===== config.mk =====
export PLATFORM = sky130hd
export DESIGN_NAME = arpc_cell
export DESIGN_NICKNAME = d
export VERILOG_FILES = /design/src/arpc_pkg.sv /design/src/arpc_cell.sv
export SDC_FILE = /design/constraint.sdc
export NUM_CORES = 1
export LEC_CHECK = 0
export BUFFER_PORTS_ARGS = -buffer_cell sky130_fd_sc_hd__clkbuf_2
export CAP_MARGIN = 0
export CORE_UTILIZATION = 31
export DETAILED_ROUTE_END_ITERATION = 16
export GPL_ROUTABILITY_DRIVEN = 0
export PLACE_DENSITY_LB_ADDON = 0.05
export SYNTH_ARGS = -nofsm -noshare
export SYNTH_HDL_FRONTEND = slang
export SYNTH_SLANG_ARGS = --single-unit

===== constraint.sdc =====
create_clock -name aclk -period 5 [get_ports aclk]
set_input_delay 1 -clock aclk [delete_from_list [all_inputs] [get_ports aclk]]
set_output_delay 1 -clock aclk [all_outputs]
set_load 0.02 [all_outputs]

===== src/arpc_pkg.sv =====
// Shared types and constants for the ARP cache.
// No dependencies.
package arpc_pkg;

    localparam int IP_W  = 32;
    localparam int MAC_W = 48;
    localparam int OPC_W = 16;

    localparam logic [OPC_W-1:0] OPC_REQUEST = 16'd1;

    localparam logic KIND_PACKET = 1'b0;
    localparam logic KIND_LOOKUP = 1'b1;

    typedef logic [IP_W-1:0]  ip_t;
    typedef logic [MAC_W-1:0] mac_t;

    // Per-cell control broadcast from the sequencer
    typedef struct packed {
        logic cmp;    // compare stored IP with key
        logic upd;    // overwrite MAC in the matching cell
        logic alloc;  // write key and MAC into the first free cell
    } arpc_ctl_t;

endpackage


===== src/arpc_cell.sv =====
// One slot of the ARP cache: valid bit, IP, MAC and a registered match flag.
// Depends on arpc_pkg.
module arpc_cell (
    input  logic              aclk,
    input  logic              aresetn,
    input  arpc_pkg::arpc_ctl_t ctl,
    input  arpc_pkg::ip_t     key,
    input  arpc_pkg::mac_t    wr_mac,
    input  logic              prev_valid,
    output logic              valid_out,
    output logic              match_out,
    output arpc_pkg::mac_t    mac_out
);
    import arpc_pkg::*;

    logic valid_reg;
    logic match_reg;
    ip_t  ip_reg;
    mac_t mac_reg;
    logic first_free;

    // Slots fill in order, so the first free one follows a valid neighbour
    assign first_free = prev_valid && !valid_reg;

    always_ff @(posedge aclk) begin
        if (!aresetn) begin
            valid_reg <= 1'b0;
        end else if (ctl.alloc && first_free) begin
            valid_reg <= 1'b1;
        end
    end

    always_ff @(posedge aclk) begin
        if (ctl.cmp) begin
            match_reg <= valid_reg && (ip_reg == key);
        end
        if (ctl.alloc && first_free) begin
            ip_reg  <= key;
            mac_reg <= wr_mac;
        end else if (ctl.upd && match_reg) begin
            mac_reg <= wr_mac;
        end
    end

    assign valid_out = valid_reg;
    assign match_out = match_reg;
    assign mac_out   = match_reg ? mac_reg : '0;

endmodule


==> reports/qor.yml, run 1 <==
setup_path:
  reg2reg_setup_slack_ns: 2.47
  r2r-start: "match_out"
  critPathCaptureType: "output port"
  crit_fanout: 50
  crit_type: "register to output port"
  cp.arrival_ns: 1.95
  rr_worst_depth: 1
  required_ns: 4.00
  reg2reg_to: "mac_reg[1]"
  cp-start-kind: "register"
timing:
  grt_setup_unrepaired: "false"
  slew_viol_final: 0
  fmax_mhz: 338.9
  hold_viol: 0
  skew_ns: 0.009034
  finalSetupViolCount: 0
  slew_headroom_pct: 20.90
  tns_ns: 0
  setup_ws_ns: 2.050
  fin_crit_sh_pct: 59.01
  period_minus_slack_ns: 2.950
  worstMarginPinSlew_ns: 1.186
global_route:
  antenna_found_initial: 0
  grt_max_degree: 51
  grt_usage_pct: 11.39
  overflow: 0
  grt_pass1_vias: 1747
  grt_pass1_wl_um: 8625
final_layout:
  mostFrequentLayoutCells: "135 x clkbuf_2, 81 x edfxtp_1, 48 x and2_1"
  diodes: 0
  final_common_cell: "clkbuf_2"
  drive_above_1_share_pct: 45.92
  largest_reg_flops: 48
  fillers: 945
  fin_area_um2: 4193
  nets: 412
  syn_to_final_growth_pct: 32.98
power:
  powerDensity_nw_per_um2: 340.8
  total_power_mw: 1.429
  peakVddDrop_mv: 0.1504
  p_leak_nw: 1.748
synthesis:
  syn_inst: 184
  ys_types: 16
  syn-num-nets: 270
  yosysWarnings: 0
  seq_area_frac_synth_pct: 77.78
  syn_area_um2: 3153
  synth_area_per_cell_um2: 17.14
  ys_ff_latch: 82
placed_design:
  io_buffers: 135
  place_ws_ns: 2.068
  place_area_um2: 3988
  hpwl_um: 4393
die:
  die_area_um2: 10580
  core_area_um2: 9819
  start_util_pct: 32.11
  die_w_um: 102.9
  rows: 36
  io-pin-count: 136
  die_h_um: 102.9
route:
  wire_per_inst_um: 13.05
  first_iter_violations: 47
  vias_per_cell: 4.155
  via_count: 1928
  final_antenna_net_count: 0
  routed_wirelength_um: 6057
  first_pass_iters: 4
  drc: 0
min_path:
  hold_path.class: "register to register"
  min_to: "valid_out"
  hold_start: "valid_out"
  min_path_cells: 2
cts:
  clk_path_buf_depth: 2
  cts_resized: 0
  cts_hold_buffers: 0
  clk_pin_slew_ns: 0.07
  cts_made_buffers: 9
  post_cts_buffers: 0
  cts.sinks: 82
  clock_latency_ns: 0.34
  htreeDepth: 3
  cts_tree: "done"
  cts-root-buf: "clkbuf_8"
status:
  status: "finished clean"
flow_run:
  drv_cap: 0
## cell families after synthesis
logic type,share of synthesized area (%)
buf+inv,0.5953
xor+xnor,8.889
simple gates,12.34
flops,77.78
compound gates,0.3968
## where the power goes
part / switching, mW / leakage [nW] / internal, mW
combinational: 0.0664 / 0.870 / 0.0514
sequential: 0.0116 / 0.773 / 0.798
clock: 0.221 / 0.104 / 0.280
## area by class of cell
cell class	instances	area, um^2	area share, %
flip-flops and latches	82	2452	58.49
multi-input cells	97	685.7	16.35
well taps	133	166.4	3.969
repair buffers	136	683.2	16.29
clock buffers	12	135.1	3.223
clock inverters	4	70.07	1.671
## per-stage QoR
stage	std cells	hold slack [ns]	util, %
6_report	464	0.5621	42.70
3_3_place_gp	448	0.5676	40.61
4_1_cts	464	0.5704	42.70
5_1_grt	464	0.6471	42.70
2_1_floorplan	184	0.5997	-
3_5_place_dp	448	0.5593	40.61
## cells in the mapped netlist
library cell / n / area share, %
a21oi_1: 1 / 0.16
a21o_1: 1 / 0.24
nor3_2: 1 / 0.32
nor3_1: 1 / 0.16
xor2_1: 31 / 8.6
nor2_1: 1 / 0.12
clkbuf_1: 5 / 0.60
xnor2_1: 1 / 0.28
nand3_1: 2 / 0.32
nor4_1: 7 / 1.4
nor2b_1: 1 / 0.20
nand2_1: 1 / 0.12
and2_1: 48 / 9.5
edfxtp_1: 81 / 77
nand4_1: 1 / 0.20
dfxtp_1: 1 / 0.63
## worst max-delay path by stage
stage,startpoint,endpoint,slack [ns]
floorplan,ctl[0],mac_reg[0],1.06
global placement,ctl[0],mac_reg[5],2.05
detailed placement,ctl[0],mac_reg[11],2.07
CTS,match_out,mac_out[34],1.92
global route,match_out,mac_out[34],1.80
finish,match_out,mac_out[34],2.05
## metal layers
metal / global-route usage, % / share of wire [%] / vias to the layer above
li1: - / - / 942
met1: 14.76 / 46 / 891
met2: 16.67 / 44 / 85
met3: 4.475 / 8.4 / 10
met4: 5.525 / 1.8 / 0
met5: 0 / 0 / -
## worst max-delay path, stage by stage, from the launching register on
cell	delay, ns
edfxtp_1	1.14
and2_1	0.28
clkbuf_2	0.18
Note: power is estimated with default switching activity, not from simulation.
==> run 2, diff against run 1 <==
==> constraint.sdc (replaced) <==
create_clock -name aclk -period 3 [get_ports aclk]
set_input_delay 0.6 -clock aclk [delete_from_list [all_inputs] [get_ports aclk]]
set_output_delay 0.6 -clock aclk [all_outputs]
set_load 0.02 [all_outputs]
==> run 2 against run 1 <==
Compared with the run above: sequential power rose by 67%; global-route usage rose by 0.28 points; power rose by 68%; cell count rose by 0.43%; non-clock buffer count rose by 2; cell area rose by 0.48%; wire length rose by 0.89%; register-to-register slack got worse by 1.0 ns; clock power rose by 70%; clock-buffer cell count fell by 1; die area did not move; critical path type unchanged; largest cell class unchanged.
==> reports/qor.yml, run 2 (synthesized netlist as in run 1, its figures left out) <==
cts:
  htreeDepth: 3  # unchanged
  clock_latency_ns: 0.34  # about the same
  post_cts_buffers: 0  # unchanged
  cts_hold_buffers: 0  # unchanged
  cts_resized: 0  # unchanged
  clk_path_buf_depth: 2  # unchanged
  cts_made_buffers: 9  # unchanged
  cts-root-buf: "clkbuf_8"
  cts_tree: "done"
  cts.sinks: 82  # unchanged
  clk_pin_slew_ns: 0.08  # about the same
status:
  status: "finished clean"
timing:
  fin_crit_sh_pct: 71.60
  fmax_mhz: 465.6
  tns_ns: 0  # unchanged
  hold_viol: 0  # unchanged
  grt_setup_unrepaired: "false"
  slew_headroom_pct: 59.37  # +38 points
  slew_viol_final: 0  # unchanged
  worstMarginPinSlew_ns: 0.6094  # -0.5771 ns
  skew_ns: 0.007534  # -0.001499 ns
  period_minus_slack_ns: 2.148
  finalSetupViolCount: 0  # unchanged
  setup_ws_ns: 0.8521  # -1.198 ns
power:
  total_power_mw: 2.400  # +68%
  p_seq_share_pct: 56.1  # -0.6 points
  clkPwrFrac_pct: 35.5  # +0.4 points
  p_switching_mw: 0.5160  # +73%
  powerDensity_nw_per_um2: 569.7  # +67%
  switching_share_pct: 21.50  # +0.60 points
  peakVddDrop_mv: 0.2624  # +75%
  combPwrFrac_pct: 8.4  # +0.2 points
  p_int_mw: 1.884  # +67%
  p_leak_nw: 1.751  # +0.17%
setup_path:
  cp.arrival_ns: 1.55  # -0.40 ns
  cp-start-kind: "register"
  crit_type: "register to output port"
  required_ns: 2.40  # -1.60 ns
  crit_fanout: 40  # -20%
  critPathCaptureType: "output port"
route:
  first_iter_violations: 28  # -40%
  drc: 0  # unchanged
  routed_wirelength_um: 6111  # +0.89%
  final_antenna_net_count: 0  # unchanged
  vias_per_cell: 4.062  # -2.2%
  wire_per_inst_um: 13.11  # +0.46%
  first_pass_iters: 4  # unchanged
  via_count: 1893  # -1.8%
global_route:
  antenna_found_initial: 0  # unchanged
  use_met3_pct: 5.356  # +0.88 points
  gr-max-usage-layer: "met2"
  grt_max_degree: 49  # -3.9%
  grtUsageMet2_pct: 16.87  # +0.21 points
  grt_usage_pct: 11.67  # +0.28 points
  grt_pass1_vias: 1709  # -2.2%
  grt_pass1_wl_um: 8825  # +2.3%
  grtUsageMet1_pct: 15.38  # +0.62 points
  overflow: 0  # unchanged
final_layout:
  final_common_cell: "clkbuf_2"
  largest_reg_flops: 48  # unchanged
  fin_area_um2: 4213  # +0.48%
  diodes: 0  # unchanged
  nets: 414  # +0.49%
  drive_above_1_share_pct: 46.25  # +0.32 points
  fillers: 971  # +2.8%
  mostFrequentLayoutCells: "135 x clkbuf_2, 81 x edfxtp_1, 48 x and2_1"
  syn_to_final_growth_pct: 33.61
flow_run:
  drv_cap: 0  # unchanged
placed_design:
  io_buffers: 135  # unchanged
  place_area_um2: 4003  # +0.38%
  hpwl_um: 4444  # +1.2%
  place_ws_ns: 1.145  # -0.9229 ns
die:
  start_util_pct: 32.11  # unchanged
  core_area_um2: 9819  # unchanged
  io-pin-count: 136  # unchanged
  die_h_um: 102.9  # unchanged
  rows: 36  # unchanged
  die_w_um: 102.9  # unchanged
  die_area_um2: 10580  # unchanged
min_path:
  hold_path.class: "primary input to register"
==> run 2: metrics by stage <==
| stage | util, % | hold WS, ns | cells |
|---|---|---|---|
| detailed placement | 40.76 | 0.5550 | 450 |
| CTS | 42.90 | 0.4060 | 466 |
| floorplan | - | 0.6094 | 184 |
| global placement | 40.76 | 0.5542 | 450 |
| finish | 42.90 | 0.4243 | 466 |
| global route | 42.90 | 0.3910 | 466 |
==> run 2: worst paths after layout <==
check / slack [ns] / start / endpoint / depth (start not counted)
worst max-delay path: 0.85 / match_out / mac_out[9] / 3
worst min-delay path: 0.42 / wr_mac[10] / mac_reg[10] / 1
worst max register to register: 1.46 / match_out / mac_reg[14] / 2
worst min register to register: 0.56 / valid_out / valid_out / 2
==> run 2: critical path, cell delays in order (launching register included) <==
cell,delay [ns]
edfxtp_1,0.50
buf_4,0.34
and2_1,0.19
clkbuf_2,0.17
==> run 2: final cells by class <==
| class | instances | area (um^2) | share of cell area [%] |
|---|---|---|---|
| Clock buffer | 11 | 131.4 | 3.119 |
| Clock inverter | 5 | 78.83 | 1.871 |
| Multi-Input combinational cell | 97 | 685.7 | 16.28 |
| Sequential cell | 82 | 2452 | 58.21 |
| Tap cell | 133 | 166.4 | 3.950 |
| Timing Repair Buffer | 138 | 698.2 | 16.57 |
==> run 2: per-layer routing <==
| layer | wire [um] | part of all wire, % |
|---|---|---|
| met5 | 0 | 0 |
| met4 | 78 | 1.3 |
| met3 | 483 | 7.9 |
| met2 | 2713 | 44 |
| met1 | 2835 | 46 |
==> run 2: power groups by stage <==
stage	Combinational (mW)	Clock, mW	Sequential [mW]
2_1_floorplan	0.0985	0	1.37
3_3_place_gp	0.203	0	1.37
3_5_place_dp	0.205	0	1.37
4_1_cts	0.206	0.884	1.35
5_1_grt	0.223	0.922	1.35
6_report	0.202	0.851	1.35
